[src/hdl/sadll_pkg.sv]
`timescale 1ns / 1ps

package sadll_pkg;

    // Width of the operation code and of the status code.
    localparam int KIND_W   = 3;
    localparam int STATUS_W = 3;

    // Operation requested by one input transaction. Code 7 is a no-op.
    typedef enum logic [KIND_W-1:0] {
        KIND_ADD_FIRST = 3'd0,
        KIND_ADD_AFTER = 3'd1,
        KIND_ADD_LAST  = 3'd2,
        KIND_DEL_FIRST = 3'd3,
        KIND_DEL_AFTER = 3'd4,
        KIND_DEL_LAST  = 3'd5,
        KIND_READ_SLOT = 3'd6
    } t_kind;

    // Outcome reported with every result transaction.
    typedef enum logic [STATUS_W-1:0] {
        ST_OK      = 3'd0,
        ST_FULL    = 3'd1,
        ST_EMPTY   = 3'd2,
        ST_NO_POS  = 3'd3,
        ST_NO_SUCC = 3'd4
    } t_status;

endpackage

[src/hdl/sadll_ram.sv]
`timescale 1ns / 1ps

module sadll_ram #(
    parameter int WIDTH = 64,
    parameter int DEPTH = 16
) (
    input  logic                     i_clk,
    input  logic                     i_we,
    input  logic [$clog2(DEPTH)-1:0] i_waddr,
    input  logic [WIDTH-1:0]         i_wdata,
    input  logic                     i_re,
    input  logic [$clog2(DEPTH)-1:0] i_raddr,
    output logic [WIDTH-1:0]         o_rdata
);

    logic [WIDTH-1:0] r_mem [DEPTH];
    logic [WIDTH-1:0] r_rdata;

    always_ff @(posedge i_clk) begin
        if (i_we) begin
            r_mem[i_waddr] <= i_wdata;
        end
        if (i_re) begin
            r_rdata <= r_mem[i_raddr];
        end
    end

    assign o_rdata = r_rdata;

endmodule

[src/hdl/slot_array_doubly_linked_list_core.sv]
`timescale 1ns / 1ps

// Doubly linked list held in a fixed array of SLOTS slots. Each input transaction asks
// for one operation (add first, add after a slot, add last, delete first, delete after
// a slot, delete last, read a slot, or a no-op for the unused code) and produces exactly
// one result transaction carrying the status, the slot touched, and the count, head and
// tail after the operation. New records always land in the lowest numbered free slot.
// The block sustains one transaction per clock cycle unless the result side stalls. A
// request is held in the input register, where the whole list update is computed in a
// single pass over the used marks and link registers (the free-slot priority encoder
// and the neighbor link rewrite set that path). Its result is then loaded into the
// result register, from which the receiver takes it. Records live in a RAM with
// registered read, addressed directly from i_position at acceptance, so no clearing
// pass is needed after reset; the list is empty and ready as soon as reset is released.
module slot_array_doubly_linked_list_core #(
    parameter int SLOTS       = 16,
    parameter int RECORD_BITS = 64
) (
    input  logic                               i_clk,
    input  logic                               i_rst_n,
    // Request channel.
    input  logic                               i_valid,
    output logic                               o_stall,
    input  logic [sadll_pkg::KIND_W-1:0]       i_kind,
    input  logic [$clog2(SLOTS)-1:0]           i_position,
    input  logic [RECORD_BITS-1:0]             i_record,
    // Result channel.
    output logic                               o_valid,
    input  logic                               i_stall,
    output logic [sadll_pkg::STATUS_W-1:0]     o_status,
    output logic [$clog2(SLOTS+1)-1:0]         o_slot,
    output logic [$clog2(SLOTS+1)-1:0]         o_count,
    output logic [$clog2(SLOTS+1)-1:0]         o_head_out,
    output logic [$clog2(SLOTS+1)-1:0]         o_tail_out,
    output logic [RECORD_BITS-1:0]             o_record_out,
    output logic [$clog2(SLOTS+1)-1:0]         o_prev_out,
    output logic [$clog2(SLOTS+1)-1:0]         o_next_out
);

    // IDX_W addresses a slot; LINK_W also holds the value SLOTS, which marks "none".
    localparam int IDX_W  = $clog2(SLOTS);
    localparam int LINK_W = $clog2(SLOTS + 1);
    localparam logic [LINK_W-1:0] NONE = LINK_W'(SLOTS);

    // Handshake control.
    logic r_s1_valid;
    logic r_out_valid;
    logic s1_adv;
    logic in_accept;

    // Input register.
    sadll_pkg::t_kind        r_kind;
    logic [IDX_W-1:0]        r_pos;
    logic [RECORD_BITS-1:0]  r_rec;

    // List state. The used marks reset; the links are only read for used slots.
    logic [SLOTS-1:0]        r_used;
    logic [LINK_W-1:0]       r_prev [SLOTS];
    logic [LINK_W-1:0]       r_next [SLOTS];
    logic [LINK_W-1:0]       r_head;
    logic [LINK_W-1:0]       r_tail;
    logic [LINK_W-1:0]       r_count;

    logic [SLOTS-1:0]        n_used;
    logic [LINK_W-1:0]       n_prev [SLOTS];
    logic [LINK_W-1:0]       n_next [SLOTS];
    logic [LINK_W-1:0]       n_head;
    logic [LINK_W-1:0]       n_tail;
    logic [LINK_W-1:0]       n_count;

    // Record RAM and the forwarding register that covers a read of a slot written by
    // the transaction just ahead of it.
    logic                    ram_we;
    logic [RECORD_BITS-1:0]  ram_rdata;
    logic                    r_fwd_valid;
    logic [RECORD_BITS-1:0]  r_fwd_data;
    logic [RECORD_BITS-1:0]  rd_rec;

    // Single-pass decode and update.
    logic [LINK_W-1:0]       free_slot;
    logic [LINK_W-1:0]       pos_link;
    logic                    pos_in;
    logic                    full;
    logic                    do_ins;
    logic                    do_del;
    logic [LINK_W-1:0]       ins_anchor;
    logic [LINK_W-1:0]       ins_next;
    logic [LINK_W-1:0]       del_target;
    logic [LINK_W-1:0]       del_prev;
    logic [LINK_W-1:0]       del_next;

    sadll_pkg::t_status      res_status;
    logic [LINK_W-1:0]       res_slot;
    logic [RECORD_BITS-1:0]  res_rec;
    logic [LINK_W-1:0]       res_prev;
    logic [LINK_W-1:0]       res_next;

    // Result register.
    sadll_pkg::t_status      r_status;
    logic [LINK_W-1:0]       r_slot;
    logic [LINK_W-1:0]       r_cnt_out;
    logic [LINK_W-1:0]       r_head_out;
    logic [LINK_W-1:0]       r_tail_out;
    logic [RECORD_BITS-1:0]  r_rec_out;
    logic [LINK_W-1:0]       r_prev_out;
    logic [LINK_W-1:0]       r_next_out;

    // The input register moves on whenever the result register is empty or being drained.
    assign s1_adv    = r_s1_valid && (!r_out_valid || !i_stall);
    assign o_stall   = r_s1_valid && !s1_adv;
    assign in_accept = i_valid && !o_stall;

    // Lowest free slot: the last assignment in the descending scan wins.
    always_comb begin
        free_slot = NONE;
        for (int i = SLOTS - 1; i >= 0; i--) begin
            if (!r_used[i]) begin
                free_slot = LINK_W'(i);
            end
        end
    end

    // A position at or beyond SLOTS is never part of the list.
    assign pos_link = LINK_W'(r_pos);
    assign pos_in   = (pos_link < NONE) && r_used[r_pos];
    assign full     = (r_count >= NONE);
    assign rd_rec   = r_fwd_valid ? r_fwd_data : ram_rdata;

    always_comb begin
        n_used     = r_used;
        n_prev     = r_prev;
        n_next     = r_next;
        n_head     = r_head;
        n_tail     = r_tail;
        n_count    = r_count;
        res_status = sadll_pkg::ST_OK;
        res_slot   = NONE;
        res_rec    = '0;
        res_prev   = NONE;
        res_next   = NONE;
        do_ins     = 1'b0;
        do_del     = 1'b0;
        ins_anchor = NONE;
        ins_next   = NONE;
        del_target = NONE;
        del_prev   = NONE;
        del_next   = NONE;
        ram_we     = 1'b0;

        unique case (r_kind)
            sadll_pkg::KIND_ADD_FIRST, sadll_pkg::KIND_ADD_LAST: begin
                if (full) begin
                    res_status = sadll_pkg::ST_FULL;
                end else begin
                    // Adding last to an empty list anchors on "none", i.e. adds first.
                    do_ins     = 1'b1;
                    ins_anchor = (r_kind == sadll_pkg::KIND_ADD_FIRST) ? NONE : r_tail;
                end
            end
            sadll_pkg::KIND_ADD_AFTER: begin
                if (full) begin
                    res_status = sadll_pkg::ST_FULL;
                end else if (!pos_in) begin
                    res_status = sadll_pkg::ST_NO_POS;
                end else begin
                    do_ins     = 1'b1;
                    ins_anchor = pos_link;
                end
            end
            sadll_pkg::KIND_DEL_FIRST, sadll_pkg::KIND_DEL_LAST: begin
                if (r_head == NONE) begin
                    res_status = sadll_pkg::ST_EMPTY;
                end else begin
                    do_del     = 1'b1;
                    del_target = (r_kind == sadll_pkg::KIND_DEL_FIRST) ? r_head : r_tail;
                end
            end
            sadll_pkg::KIND_DEL_AFTER: begin
                if (!pos_in) begin
                    res_status = sadll_pkg::ST_NO_POS;
                end else if (r_next[r_pos] == NONE) begin
                    res_status = sadll_pkg::ST_NO_SUCC;
                end else begin
                    do_del     = 1'b1;
                    del_target = r_next[r_pos];
                end
            end
            sadll_pkg::KIND_READ_SLOT: begin
                if (!pos_in) begin
                    res_status = sadll_pkg::ST_NO_POS;
                end else begin
                    res_slot = pos_link;
                    res_rec  = rd_rec;
                    res_prev = r_prev[r_pos];
                    res_next = r_next[r_pos];
                end
            end
            default: begin
            end
        endcase

        if (do_ins) begin
            ins_next = (ins_anchor == NONE) ? r_head : r_next[ins_anchor[IDX_W-1:0]];
            res_slot = free_slot;
            ram_we   = 1'b1;
            n_used[free_slot[IDX_W-1:0]] = 1'b1;
            n_prev[free_slot[IDX_W-1:0]] = ins_anchor;
            n_next[free_slot[IDX_W-1:0]] = ins_next;
            if (ins_anchor == NONE) begin
                n_head = free_slot;
            end else begin
                n_next[ins_anchor[IDX_W-1:0]] = free_slot;
            end
            if (ins_next != NONE) begin
                n_prev[ins_next[IDX_W-1:0]] = free_slot;
            end else begin
                n_tail = free_slot;
            end
            n_count = r_count + LINK_W'(1);
        end

        if (do_del) begin
            del_prev = r_prev[del_target[IDX_W-1:0]];
            del_next = r_next[del_target[IDX_W-1:0]];
            res_slot = del_target;
            if (del_prev != NONE) begin
                n_next[del_prev[IDX_W-1:0]] = del_next;
            end else begin
                n_head = del_next;
            end
            if (del_next != NONE) begin
                n_prev[del_next[IDX_W-1:0]] = del_prev;
            end else begin
                n_tail = del_prev;
            end
            n_used[del_target[IDX_W-1:0]] = 1'b0;
            if (r_count != '0) begin
                n_count = r_count - LINK_W'(1);
            end
        end
    end

    sadll_ram #(
        .WIDTH (RECORD_BITS),
        .DEPTH (SLOTS)
    ) u_rec_ram (
        .i_clk   (i_clk),
        .i_we    (s1_adv && ram_we),
        .i_waddr (free_slot[IDX_W-1:0]),
        .i_wdata (r_rec),
        .i_re    (in_accept),
        .i_raddr (i_position),
        .o_rdata (ram_rdata)
    );

    // Control state.
    always_ff @(posedge i_clk) begin
        if (!i_rst_n) begin
            r_s1_valid  <= 1'b0;
            r_out_valid <= 1'b0;
            r_fwd_valid <= 1'b0;
            r_used      <= '0;
            r_head      <= NONE;
            r_tail      <= NONE;
            r_count     <= '0;
        end else begin
            if (!o_stall) begin
                r_s1_valid <= i_valid;
            end
            if (s1_adv) begin
                r_out_valid <= 1'b1;
            end else if (!i_stall) begin
                r_out_valid <= 1'b0;
            end
            if (in_accept) begin
                // The RAM returns the old word when the slot is written on the same edge.
                r_fwd_valid <= s1_adv && ram_we && (free_slot == LINK_W'(i_position));
            end
            if (s1_adv) begin
                r_used  <= n_used;
                r_head  <= n_head;
                r_tail  <= n_tail;
                r_count <= n_count;
            end
        end
    end

    // Payload registers, links and results.
    always_ff @(posedge i_clk) begin
        if (in_accept) begin
            r_kind     <= sadll_pkg::t_kind'(i_kind);
            r_pos      <= i_position;
            r_rec      <= i_record;
            r_fwd_data <= r_rec;
        end
        if (s1_adv) begin
            r_prev     <= n_prev;
            r_next     <= n_next;
            r_status   <= res_status;
            r_slot     <= res_slot;
            r_cnt_out  <= n_count;
            r_head_out <= n_head;
            r_tail_out <= n_tail;
            r_rec_out  <= res_rec;
            r_prev_out <= res_prev;
            r_next_out <= res_next;
        end
    end

    assign o_valid      = r_out_valid;
    assign o_status     = r_status;
    assign o_slot       = r_slot;
    assign o_count      = r_cnt_out;
    assign o_head_out   = r_head_out;
    assign o_tail_out   = r_tail_out;
    assign o_record_out = r_rec_out;
    assign o_prev_out   = r_prev_out;
    assign o_next_out   = r_next_out;

    // The element count never exceeds the number of slots.
    a_count_range : assert property (@(posedge i_clk) disable iff (!i_rst_n)
        r_count <= NONE)
        else $error("element count beyond slot count");

    // An empty list has neither head nor tail, and a non-empty one has both.
    a_head_tail_count : assert property (@(posedge i_clk) disable iff (!i_rst_n)
        ((r_head == NONE) == (r_count == '0)) && ((r_tail == NONE) == (r_count == '0)))
        else $error("head, tail and count disagree");

    // The head always names a used slot.
    a_head_used : assert property (@(posedge i_clk) disable iff (!i_rst_n)
        (r_head != NONE) |-> r_used[r_head[IDX_W-1:0]])
        else $error("head points at a free slot");

    // A successful add grows the list by exactly one element.
    a_add_grows : assert property (@(posedge i_clk) disable iff (!i_rst_n)
        (s1_adv && do_ins) |=> (r_count == $past(r_count) + LINK_W'(1)))
        else $error("add did not grow the count by one");

endmodule

[config.mk]
export PLATFORM = sky130hd
export DESIGN_NAME = slot_array_doubly_linked_list_core
export DESIGN_NICKNAME = d
export VERILOG_FILES = /design/src/hdl/sadll_pkg.sv /design/src/hdl/sadll_ram.sv /design/src/hdl/slot_array_doubly_linked_list_core.sv
export SDC_FILE = /design/constraint.sdc
export NUM_CORES = 2
export LEC_CHECK = 0
export BUFFER_PORTS_ARGS = -buffer_cell sky130_fd_sc_hd__buf_4
export CAP_MARGIN = 30
export CORE_ASPECT_RATIO = 1.2
export CORE_MARGIN = 5
export CORE_UTILIZATION = 56
export DETAILED_ROUTE_END_ITERATION = 10
export PLACE_DENSITY_LB_ADDON = 0.3
export SETUP_SLACK_MARGIN = 0.2
export SYNTH_ARGS = -nofsm -noshare
export SYNTH_HDL_FRONTEND = slang
export SYNTH_HIERARCHICAL = 1
export SYNTH_SLANG_ARGS = --single-unit
[constraint.sdc]
create_clock -name i_clk -period 10.6 [get_ports i_clk]
set_clock_uncertainty 0.15 [all_clocks]
set_input_delay 1.59 -clock i_clk [delete_from_list [all_inputs] [get_ports i_clk]]
set_output_delay 1.59 -clock i_clk [all_outputs]
set_load 0.1 [all_outputs]
==> results.cfg <==
[outcome]
status = complete, no violations

[power]
internal_power_w = 0.0100
clockPowerShare_pct = 40.2
p_per_area_nw_per_um2 = 176
combPwrFrac_pct = 7.4
ir_worst_vdd_uv = 164
power_leakage_nw = 24.1
seqPwrFrac_pct = 52.3
fin_total_pwr_w = 0.0131
p_switching_w = 0.00303
p_sw_share_pct = 23.2

[placed_design]
post-dp-hpwl_mm = 113
portBuffers = 173
gp_congestion = 1.02

[sta]
finalMaxSlewViolations = 0
fin_crit_ns = 7.05
setup_viol = 0
clock.fmax_mhz = 142
rsz0062_at_grt = false
max-slew-margin-rel_pct = 25.8
tightest_slew_ns = 1.11
setup_tns_ns = 0
post-route-period-util_pct = 66.5
finalHoldViolations = 0

[setup_path]
path_max_fanout = 53
end_kind = flip-flop
worstRegToRegCells = 12
cp.required_ns = 10.83
crit_arrival_ns = 7.28
reg2reg_to = u_rec_ram/r_mem[14][27]
reg2reg_from = r_pos[0]
path_class = flip-flop to flip-flop
rrSetupSlack_ns = 3.55
cp-start-kind = flip-flop

[hold_path]
min_path_type = flip-flop to flip-flop
whs_path_depth = 2
hp-start = r_count[3]
hold_end = r_count[3]

[route]
wl_mm = 192
ant_nets = 0
drt_pre_antenna_iters = 8
vias_per_cell = 7.02
num_vias = 40659
wire_per_inst_um = 33.1
drt_iter0_drc = 5551
route.detailed.drc = 0

[clock_network]
cts.sinks = 1514
clockRootBuffer = clkbuf_16
hold_buffers = 0
post-cts-setup-buffers = 0
ctsResizeCount = 0
cts_tree = built
path_clk_slew_ns = 0.06
cts_inserted_buffers = 147
ctsLongestPathBuffers = 3
htree_levels = 4
clk_latency_ns = 0.80

[global_routing]
grt_pass1_vias = 40080
grt_max_degree = 137
grt_usage_pct = 30.6
grt_pass1_wl_mm = 277
grt_overflow_total = 0
grt_antenna_before_repair = 3

[logic_synthesis]
synth_fp_nets = 4041
ys.flop_type = edfxtp_1
ys_seq_elements = 1514
syn_avg_cell_area_um2 = 16.7
yosys_warnings = 6
synth_edf_count = 1480
async_flop_share_pct = 0
syn_inst = 3963
seq_area_frac_synth_pct = 68.4
synthesis.area_um2 = 66000
synth_cell_types = 104

[floorplan]
dieWidth_um = 323
die_h_um = 386
die-area_um2 = 125000
initial_utilization_pct = 56.1
core_area_um2 = 118000
rows = 138
pin_count = 174

[final_layout]
area_delta_synth_final_pct = 12.4
fillCellCount = 8186
final_nets = 4212
drive_gt1_share_pct = 23.0

[job]
drv_cap = 0
==> Yosys cell counts (17+ instances only) <==
cell,instances,area [um^2]
edfxtp_1,1480,44400
mux4_2,305,6870
mux2i_1,251,2510
nor2_1,232,871
a22oi_1,230,1730
nand2_1,205,769
clkbuf_1,143,537
o21ai_0,110,551
a21oi_1,68,340
nand3_1,61,305
nor3_1,58,290
buf_2,57,285
o22ai_1,56,350
and3_1,46,288
o221ai_1,44,385
inv_1,41,154
mux2_2,37,417
dfxtp_1,34,681
a211o_1,33,289
a211oi_1,32,240
buf_1,30,113
and2_1,25,156
buf_4,21,158
a31oi_1,19,119
buf_6,19,214
nand4_1,19,119
o221a_2,17,191
==> registers in the layout (all words and copies together), names as in the netlist <==
| register | count |
|---|---|
| u_rec_ram/o_rdata | 64 |
| o_valid | 1 |
| r_next | 80 |
| o_next_out | 5 |
| o_tail_out | 5 |
| r_fwd_data | 64 |
| u_rec_ram/r_mem | 1024 |
| o_head_out | 5 |
| r_tail | 5 |
| o_prev_out | 5 |
| r_head | 5 |
| o_slot | 5 |
| r_rec | 64 |
| r_s1_valid | 1 |
| o_count | 5 |
| o_record_out | 64 |
| r_fwd_valid | 1 |
| r_count | 5 |
| r_prev | 80 |
| r_used | 16 |
| r_kind | 3 |
| o_status | 3 |
| r_pos | 4 |
==> how the worst max path moves through the flow <==
stage	startpoint	depth (start not counted)	to	slack, ns
CTS	r_pos[0]	12	u_rec_ram/r_mem[0][27]	3.82
global route	r_pos[0]	12	u_rec_ram/r_mem[14][27]	3.33
finish	r_pos[0]	12	u_rec_ram/r_mem[14][27]	3.55
floorplan	i_stall	8	u_rec_ram/r_mem[1][0]	0.91
detailed placement	r_pos[0]	12	u_rec_ram/r_mem[0][32]	3.85
global placement	r_pos[0]	12	u_rec_ram/r_mem[0][34]	3.86
==> layout by cell type (no fill, tap or decap), drive strengths merged, types with 17 or more instances in the layout <==
cell type / synthesis / routed
dfxtp: 34 / 34
o221a: 17 / 17
nand3: 68 / 68
clkbuf: 144 / 180
and3: 46 / 46
nor3: 65 / 65
buf: 129 / 295
a221oi: 21 / 21
a21oi: 68 / 68
a211o: 33 / 33
clkinv: 1 / 56
a211oi: 32 / 32
o22ai: 56 / 56
a31oi: 20 / 20
edfxtp: 1480 / 1480
nand2: 206 / 206
o221ai: 44 / 44
mux2i: 251 / 251
mux2: 39 / 39
o21ai: 117 / 117
a22oi: 230 / 230
nand4: 20 / 20
inv: 43 / 49
nor2: 236 / 236
mux4: 305 / 305
and2: 28 / 28
==> through the flow <==
step	setup WS (ns)	std cells	util, %	cell area (um^2)	hold WS [ns]
floorplan	0.906	3963	-	66000	0.301
global placement	3.86	5513	58.8	69100	0.328
detailed placement	3.85	5524	59.0	69300	0.345
CTS	3.82	5787	63.1	74200	0.353
global route	3.33	5788	63.1	74200	0.393
finish	3.55	5790	63.1	74200	0.348
==> cell type report <==
cell class                      count  area [um^2]  area share [%]
Sequential cell                  1514        45100            60.8
Multi-Input combinational cell   2132        19700            26.5
Clock buffer                      180         3940            5.31
Timing Repair Buffer              295         2420            3.26
Tap cell                         1540         1930            2.60
Clock inverter                     83          900            1.21
Inverter                           44          180           0.243
Antenna cell                        2         5.00         0.00675
==> cells by family after synthesis <==
| group | Yosys count | share of synthesized area, % |
|---|---|---|
| flip-flops | 1514 | 68.4 |
| AO/OA/AOI/OAI | 776 | 8.75 |
| AND/OR/NAND/NOR | 751 | 5.59 |
| multiplexers | 595 | 14.9 |
| buffers and inverters | 317 | 2.28 |
| XOR/XNOR | 7 | 0.0929 |
| adder cells (fa/ha/maj) | 3 | 0.0569 |
==> power by group through the flow <==
stage / clock [W] / sequential, W / combinational [W]
4_1_cts: 0.00532 / 0.00683 / 0.000956
6_report: 0.00526 / 0.00684 / 0.000971
5_1_grt: 0.00561 / 0.00684 / 0.00101
2_1_floorplan: 0 / 0.00704 / 0.000524
3_3_place_gp: 0 / 0.00695 / 0.000939
3_5_place_dp: 0 / 0.00696 / 0.000951
==> worst max-delay path, cell delays in order, from the launching register on <==
cell and delay, ns:
edfxtp_1 0.32, buf_4 0.75, mux2i_1 0.20, a221oi_2 0.79, a22oi_1 0.20, buf_4 0.27, o21ai_0 0.42, and2_2 0.35
nand2_1 0.22, inv_1 0.55, nand3_1 0.45, nor2_4 0.91, buf_4 0.88
==> metal layers <==
layer / global-route usage (%) / wire length, um / vias to the layer above / share of wire (%)
met5: 0 / 11 / - / 0.0057
met4: 16.2 / 12000 / 2 / 6.2
met3: 6.15 / 17800 / 650 / 9.3
met2: 49.5 / 92800 / 2723 / 48
met1: 39.7 / 69200 / 20657 / 36
li1: - / - / 16627 / -
(Power assumes the default switching activity.)
